==> config.mk <==
export PLATFORM = sky130hd
export DESIGN_NAME = hsv_to_rgb_converter_unit
export DESIGN_NICKNAME = d
export VERILOG_FILES = /design/src/rtl/core/hsv2rgb_pkg.sv /design/src/rtl/core/hsv2rgb_sector.sv /design/src/rtl/core/hsv2rgb_terms.sv /design/src/rtl/core/hsv2rgb_route.sv /design/src/rtl/core/hsv_to_rgb_converter_unit.sv
export SDC_FILE = /design/constraint.sdc
export NUM_CORES = 2
export LEC_CHECK = 0
export BUFFER_PORTS_ARGS = -buffer_cell sky130_fd_sc_hd__buf_2
export CAP_MARGIN = 15
export CORE_AREA = 2 2 203 285
export CTS_CLUSTER_DIAMETER = 200
export DETAILED_ROUTE_END_ITERATION = 8
export DIE_AREA = 0 0 205 287
export PLACE_DENSITY = 0.79
export SLEW_MARGIN = 20
export SYNTH_ARGS = -nofsm -noshare
export SYNTH_HDL_FRONTEND = slang
export SYNTH_SLANG_ARGS = --single-unit
==> constraint.sdc <==
create_clock -name clk -period 6.9 [get_ports clk]
set_input_delay 0.345 -clock clk [delete_from_list [all_inputs] [get_ports clk]]
set_output_delay 0.345 -clock clk [all_outputs]
set_load 0.02 [all_outputs]
==> src/rtl/core/hsv2rgb_pkg.sv <==
// Package for the HSV to RGB converter: fixed-point widths, sector codes,
// stage payload structs and the fraction helpers. No dependencies.
`default_nettype none

package hsv2rgb_pkg;

    localparam int FRAC_BITS = 12;
    localparam int FIELD_W   = FRAC_BITS + 1;
    localparam int PROD_W    = 2 * FIELD_W;
    localparam int SCALED_W  = FIELD_W + 3;

    localparam logic [FIELD_W-1:0]  ONE_FX    = FIELD_W'(1) << FRAC_BITS;
    localparam logic [SCALED_W-1:0] HUE_SCALE = SCALED_W'(6);

    // Hue sectors after hue*6; sector six wraps to sector zero
    localparam logic [2:0] SECT_0    = 3'd0;
    localparam logic [2:0] SECT_1    = 3'd1;
    localparam logic [2:0] SECT_2    = 3'd2;
    localparam logic [2:0] SECT_3    = 3'd3;
    localparam logic [2:0] SECT_4    = 3'd4;
    localparam logic [2:0] SECT_5    = 3'd5;
    localparam logic [2:0] SECT_WRAP = 3'd6;

    typedef struct packed {
        logic [2:0]           sector;
        logic [FRAC_BITS-1:0] frac;
        logic [FIELD_W-1:0]   sat;
        logic [FIELD_W-1:0]   val;
    } sect_t;

    typedef struct packed {
        logic [2:0]         sector;
        logic [FIELD_W-1:0] val;
        logic [FIELD_W-1:0] tb;
        logic [FIELD_W-1:0] sf;
        logic [FIELD_W-1:0] s1f;
    } prod_t;

    typedef struct packed {
        logic [2:0]         sector;
        logic [FIELD_W-1:0] ta;
        logic [FIELD_W-1:0] tb;
        logic [FIELD_W-1:0] tc;
        logic [FIELD_W-1:0] td;
    } term_t;

    // Saturate a field to 1.0
    function automatic logic [FIELD_W-1:0] clamp_frac(input logic [FIELD_W-1:0] x);
        return (x > ONE_FX) ? ONE_FX : x;
    endfunction

    // Fraction product, truncated; operands at most 1.0 keep the result in range
    function automatic logic [FIELD_W-1:0] mul_frac(input logic [FIELD_W-1:0] a,
                                                    input logic [FIELD_W-1:0] b);
        logic [PROD_W-1:0] p;
        p = PROD_W'(a) * PROD_W'(b);
        return p[FRAC_BITS+FIELD_W-1:FRAC_BITS];
    endfunction

endpackage

`default_nettype wire

==> src/rtl/core/hsv2rgb_sector.sv <==
// First stage of the HSV to RGB pipeline: clamp inputs, scale hue by six,
// split sector and fraction. Depends on hsv2rgb_pkg.
`default_nettype none

module hsv2rgb_sector (
    input  wire logic                            clk,
    input  wire logic                            advance,
    input  wire logic [hsv2rgb_pkg::FIELD_W-1:0] hue,
    input  wire logic [hsv2rgb_pkg::FIELD_W-1:0] saturation,
    input  wire logic [hsv2rgb_pkg::FIELD_W-1:0] brightness,
    output hsv2rgb_pkg::sect_t                   sect
);

    hsv2rgb_pkg::sect_t                   sect_reg;
    hsv2rgb_pkg::sect_t                   sect_next;
    logic [hsv2rgb_pkg::FIELD_W-1:0]      hue_c;
    logic [hsv2rgb_pkg::SCALED_W-1:0]     scaled;
    logic [2:0]                           sector;

    always_comb
    begin
        hue_c  = hsv2rgb_pkg::clamp_frac(hue);
        scaled = hsv2rgb_pkg::SCALED_W'(hue_c) * hsv2rgb_pkg::HUE_SCALE;
        sector = scaled[hsv2rgb_pkg::FRAC_BITS+2:hsv2rgb_pkg::FRAC_BITS];

        sect_next.sat = hsv2rgb_pkg::clamp_frac(saturation);
        sect_next.val = hsv2rgb_pkg::clamp_frac(brightness);
        // Wrap hue of exactly 1.0 back to sector zero
        if (sector == hsv2rgb_pkg::SECT_WRAP)
        begin
            sect_next.sector = hsv2rgb_pkg::SECT_0;
            sect_next.frac   = '0;
        end
        else
        begin
            sect_next.sector = sector;
            sect_next.frac   = scaled[hsv2rgb_pkg::FRAC_BITS-1:0];
        end
    end

    always_ff @(posedge clk)
    begin
        if (advance)
        begin
            sect_reg <= sect_next;
        end
    end

    assign sect = sect_reg;

endmodule

`default_nettype wire

==> src/rtl/core/hsv2rgb_terms.sv <==
// Second and third pipeline stages: form the products s*f, s*(1-f),
// v*(1-s), then v*(1-s*f) and v*(1-s*(1-f)). Depends on hsv2rgb_pkg.
`default_nettype none

module hsv2rgb_terms (
    input  wire logic              clk,
    input  wire logic              advance,
    input  wire hsv2rgb_pkg::sect_t sect,
    output hsv2rgb_pkg::term_t     term
);

    hsv2rgb_pkg::prod_t prod_reg;
    hsv2rgb_pkg::prod_t prod_next;
    hsv2rgb_pkg::term_t term_reg;
    hsv2rgb_pkg::term_t term_next;
    logic [hsv2rgb_pkg::FIELD_W-1:0] frac_w;

    always_comb
    begin
        frac_w           = hsv2rgb_pkg::FIELD_W'(sect.frac);
        prod_next.sector = sect.sector;
        prod_next.val    = sect.val;
        prod_next.tb     = hsv2rgb_pkg::mul_frac(sect.val, hsv2rgb_pkg::ONE_FX - sect.sat);
        prod_next.sf     = hsv2rgb_pkg::mul_frac(sect.sat, frac_w);
        prod_next.s1f    = hsv2rgb_pkg::mul_frac(sect.sat, hsv2rgb_pkg::ONE_FX - frac_w);
    end

    always_comb
    begin
        term_next.sector = prod_reg.sector;
        term_next.ta     = prod_reg.val;
        term_next.tb     = prod_reg.tb;
        term_next.tc     = hsv2rgb_pkg::mul_frac(prod_reg.val,
                                                 hsv2rgb_pkg::ONE_FX - prod_reg.sf);
        term_next.td     = hsv2rgb_pkg::mul_frac(prod_reg.val,
                                                 hsv2rgb_pkg::ONE_FX - prod_reg.s1f);
    end

    always_ff @(posedge clk)
    begin
        if (advance)
        begin
            prod_reg <= prod_next;
            term_reg <= term_next;
        end
    end

    assign term = term_reg;

endmodule

`default_nettype wire

==> src/rtl/core/hsv2rgb_route.sv <==
// Last pipeline stage: route the four terms to red, green and blue by
// sector into the output register. Depends on hsv2rgb_pkg.
`default_nettype none

module hsv2rgb_route (
    input  wire logic                             clk,
    input  wire logic                             advance,
    input  wire hsv2rgb_pkg::term_t               term,
    output logic [hsv2rgb_pkg::FIELD_W-1:0]       red,
    output logic [hsv2rgb_pkg::FIELD_W-1:0]       green,
    output logic [hsv2rgb_pkg::FIELD_W-1:0]       blue
);

    logic [hsv2rgb_pkg::FIELD_W-1:0] red_reg,  red_next;
    logic [hsv2rgb_pkg::FIELD_W-1:0] green_reg, green_next;
    logic [hsv2rgb_pkg::FIELD_W-1:0] blue_reg, blue_next;

    always_comb
    begin
        case (term.sector)
            hsv2rgb_pkg::SECT_0:
            begin
                red_next = term.ta; green_next = term.td; blue_next = term.tb;
            end
            hsv2rgb_pkg::SECT_1:
            begin
                red_next = term.tc; green_next = term.ta; blue_next = term.tb;
            end
            hsv2rgb_pkg::SECT_2:
            begin
                red_next = term.tb; green_next = term.ta; blue_next = term.td;
            end
            hsv2rgb_pkg::SECT_3:
            begin
                red_next = term.tb; green_next = term.tc; blue_next = term.ta;
            end
            hsv2rgb_pkg::SECT_4:
            begin
                red_next = term.td; green_next = term.tb; blue_next = term.ta;
            end
            default:
            begin
                red_next = term.ta; green_next = term.tb; blue_next = term.tc;
            end
        endcase
    end

    always_ff @(posedge clk)
    begin
        if (advance)
        begin
            red_reg   <= red_next;
            green_reg <= green_next;
            blue_reg  <= blue_next;
        end
    end

    assign red   = red_reg;
    assign green = green_reg;
    assign blue  = blue_reg;

endmodule

`default_nettype wire

==> src/rtl/core/hsv_to_rgb_converter_unit.sv <==
// Top level of the HSV to RGB converter: valid/stall control and the four
// pipeline stages. Depends on hsv2rgb_pkg, hsv2rgb_sector, hsv2rgb_terms, hsv2rgb_route.
`default_nettype none

// Converts one HSV colour per transfer into one RGB triple. All fields are
// unsigned fractions with 12 fraction bits, 4096 meaning 1.0; inputs above
// 1.0 are saturated to 1.0. A new colour is taken every clock cycle unless
// hsv_stall is high, and its result passes through clamp and hue*6 split,
// the first fraction products, the value products, then sector routing into
// the output register. All four stages move together on one advance signal,
// so hsv_stall is high only while a result sits in the output register and
// rgb_stall holds it. Zero saturation gives grey without a separate path,
// since every term then equals the brightness. Products truncate.
module hsv_to_rgb_converter_unit (
    input  wire logic                            clk,
    input  wire logic                            rst_n,
    input  wire logic                            hsv_valid,
    output logic                                 hsv_stall,
    input  wire logic [hsv2rgb_pkg::FIELD_W-1:0] hue,
    input  wire logic [hsv2rgb_pkg::FIELD_W-1:0] saturation,
    input  wire logic [hsv2rgb_pkg::FIELD_W-1:0] brightness,
    output logic                                 rgb_valid,
    input  wire logic                            rgb_stall,
    output logic [hsv2rgb_pkg::FIELD_W-1:0]      red,
    output logic [hsv2rgb_pkg::FIELD_W-1:0]      green,
    output logic [hsv2rgb_pkg::FIELD_W-1:0]      blue
);

    logic [3:0] valid_reg;
    logic [3:0] valid_next;
    logic       advance;

    hsv2rgb_pkg::sect_t sect;
    hsv2rgb_pkg::term_t term;

    // Advance the whole pipe unless a finished result is held at the output
    assign advance   = !valid_reg[3] || !rgb_stall;
    assign hsv_stall = !advance;
    assign rgb_valid = valid_reg[3];

    // Shift valid bits along with the data
    assign valid_next = {valid_reg[2:0], hsv_valid};

    always_ff @(posedge clk or negedge rst_n)
    begin
        if (!rst_n)
        begin
            valid_reg <= '0;
        end
        else if (advance)
        begin
            valid_reg <= valid_next;
        end
    end

    hsv2rgb_sector u_sector (
        .clk        (clk),
        .advance    (advance),
        .hue        (hue),
        .saturation (saturation),
        .brightness (brightness),
        .sect       (sect)
    );

    hsv2rgb_terms u_terms (
        .clk     (clk),
        .advance (advance),
        .sect    (sect),
        .term    (term)
    );

    hsv2rgb_route u_route (
        .clk     (clk),
        .advance (advance),
        .term    (term),
        .red     (red),
        .green   (green),
        .blue    (blue)
    );

endmodule

`default_nettype wire
==> results.json <==
{
  "worstMarginPinSlew_ps": 1120,
  "synth_area_um2": 33400,
  "wire_per_inst_um": 17.3,
  "finalHoldViolations": 0,
  "yosysTopAreaCellShare_pct": 33.7,
  "crit_fanout": 9,
  "die_h_um": 287,
  "drtPass1Iterations": 6,
  "synth_area_leaders": "fa_1 (34%), edfxtp_1 (17%), ha_1 (13%)",
  "async_reset_ff_share_pct": 2.07,
  "multiInputGateArea_um2": 24300,
  "synth_fp_nets": 4490,
  "fin_crit_ps": 6770,
  "rows": 103,
  "cts_made_buffers": 17,
  "max_cap_violations": 0,
  "final_cell_mix": "inv_1 (784), fa_1 (563), nand2_1 (505), ha_1 (342), and2_1 (294)",
  "routed_wl_um": 75100,
  "slew_viol_final": 0,
  "rsz0062_at_grt": "true",
  "synth_cells": 3542,
  "required_ps": 7140,
  "synth_seq_cells": 193,
  "nets": 4535,
  "yosys_warnings": 0,
  "seq_area_um2": 5780,
  "final_antenna_net_count": 0,
  "start_util_pct": 59.5,
  "grtUsageTotal_pct": 26.7,
  "port_buffers": 83,
  "setup_ws_ps": 126,
  "critPathCaptureType": "flip-flop",
  "drt_iter0_markers": 1246,
  "dp_slack_ps": -37.1,
  "viasPerCell": 5.49,
  "ys_seq_area_share_pct": 17.3,
  "synth_cell_types": 67,
  "finalSetupViolations": 0,
  "ff2ff_setup_slack_ps": 130,
  "globalplace.congestion": 0.902,
  "area_growth_pct": 7.23,
  "finalCritPeriodShare_pct": 98.2,
  "cts.sinks": 193,
  "post-route-cell-area_um2": 35800,
  "status": "finished clean",
  "cts_tree": "built",
  "grt_pass1_vias": 25600,
  "final_common_cell": "inv_1",
  "dp_hpwl_um": 59800,
  "coreArea_um2": 56200,
  "num_vias": 23800,
  "hold_path.class": "input pin to flip-flop",
  "post_dp_cell_area_um2": 34800,
  "layout-drive-gt1-share_pct": 8.19,
  "grt_antenna_before_repair": 1,
  "fmax_mhz": 148,
  "fill_cells": 4465,
  "max-slew-margin-rel_pct": 24.7,
  "htreeDepth": 4,
  "ys.flop_type": "edfxtp_1",
  "cts_root_buffer": "clkbuf_16",
  "die_w_um": 205,
  "clk_latency_ps": 480,
  "grt_pass1_wl_um": 123000,
  "grt_start_max_net_pins": 86,
  "drc": 0,
  "gr-total-overflow": 0,
  "clk_pin_slew_ps": 90,
  "skew_ps": 20.0,
  "critPathLaunchType": "flip-flop",
  "cts_buffer_depth": 2,
  "synth_top_area_cell": "fa_1",
  "arrival_ps": 7020,
  "dieArea_um2": 58800,
  "io_pins": 84,
  "syn_area_per_cell_um2": 9.43,
  "synth_edf_count": 189,
  "crit_type": "flip-flop to flip-flop"
}
## synthesized netlist by cell type, types with 6 or more instances
cell      instances
o21bai_1          7
fa_1            563
nand3_1          11
nand2b_1         15
edfxtp_1        189
nand4_1           8
nand2_1         506
a21oi_1          85
mux2_2           27
o22ai_1           7
a21o_1           10
inv_1           786
or3_1             8
clkbuf_1        155
a31oi_1           6
a211oi_1         28
and2_1          294
and3_1           19
xnor2_1          92
o21a_1           14
nor2_1           86
mux2i_1          38
o21ai_0          39
nor3_1           32
xor2_1           34
nor2b_1          57
nor4_1            8
ha_1            342
## through the flow
stage	std cells	hold slack, ps	utilization (%)	setup TNS (ps)
after global placement	4291	153	62.0	0
after CTS	4325	73.3	63.3	0
after global routing	4335	88.7	63.8	-198
final	4336	87.4	63.8	0
after detailed placement	4291	157	62.0	-37.1
after floorplan	3542	49.4	-	0
## logic make-up (layout without fill, tap and decap cells)
logic type | count (synthesis) | in the layout | share of synthesized area (%)
AND/OR/NAND/NOR | 1060 | 1060 | 15.4
buffers and inverters | 953 | 1011 | 10.8
adder cells (fa/ha/maj) | 905 | 905 | 46.5
AO/OA/AOI/OAI | 240 | 240 | 4.68
flip-flops | 193 | 193 | 17.3
XOR/XNOR | 126 | 126 | 3.30
multiplexers | 65 | 65 | 2.05
other | 0 | 1 | 0
## critical path, cell delays in order, from the launching register on
cell and delay, ps:
edfxtp_1 460, or3_4 430, or3b_4 440, nor2_1 190, xnor2_2 200, and2_1 240
fa_1 530, inv_1 50, fa_1 460, fa_1 500, inv_1 50, fa_1 470
inv_1 50, fa_1 470, inv_1 40, ha_1 320, or3_1 360, o21ai_0 120
a211oi_1 90, a311oi_1 400, buf_4 190, o21ai_1 110, o21a_1 190, nor2_1 110
xnor2_1 70
## cell type report
class / instances / area share, %
sequential: 193 / 16.1
tap: 735 / 2.57
inverter: 787 / 8.25
clock inverter: 15 / 0.639
antenna: 1 / 0.00698
clock buffer: 17 / 1.19
multi-input combinational: 2396 / 67.7
timing repair buffer: 192 / 3.49
## metal layers
| layer | wire length (um) | vias up | track usage, % |
|---|---|---|---|
| met5 | 0 | - | 0 |
| met4 | 3130 | 0 | 11.7 |
| met3 | 3790 | 220 | 3.23 |
| met2 | 40000 | 787 | 49.4 |
| met1 | 28100 | 11900 | 30.7 |
| li1 | - | 10900 | - |
## final timing paths
check                                     start              endpoint  cells after the start
max in group asynchronous                 rst_n          valid_reg[3]                      2
max reg2reg                u_terms.prod_reg[15]      u_terms.term[25]                     24
min reg2reg                   u_sector.sect[38]  u_terms.prod_reg[52]                      0
min                                   hsv_valid          valid_reg[0]                      2
max                        u_terms.prod_reg[15]      u_terms.term[25]                     24
min in group asynchronous                 rst_n          valid_reg[1]                      2
## repair_timing
action                                  in CTS  in global routing
hold buffers                                 1                  0
pin swaps                                    2                  7
resized for setup                            5                 27
endpoints found under the setup margin       1                 11
endpoints found under the hold margin        4                  0
setup buffers                                1                 10
Power is left out: the tool's default activity adds up to more than one toggle a clock period on the data nets, which glitch-free logic cannot reach.
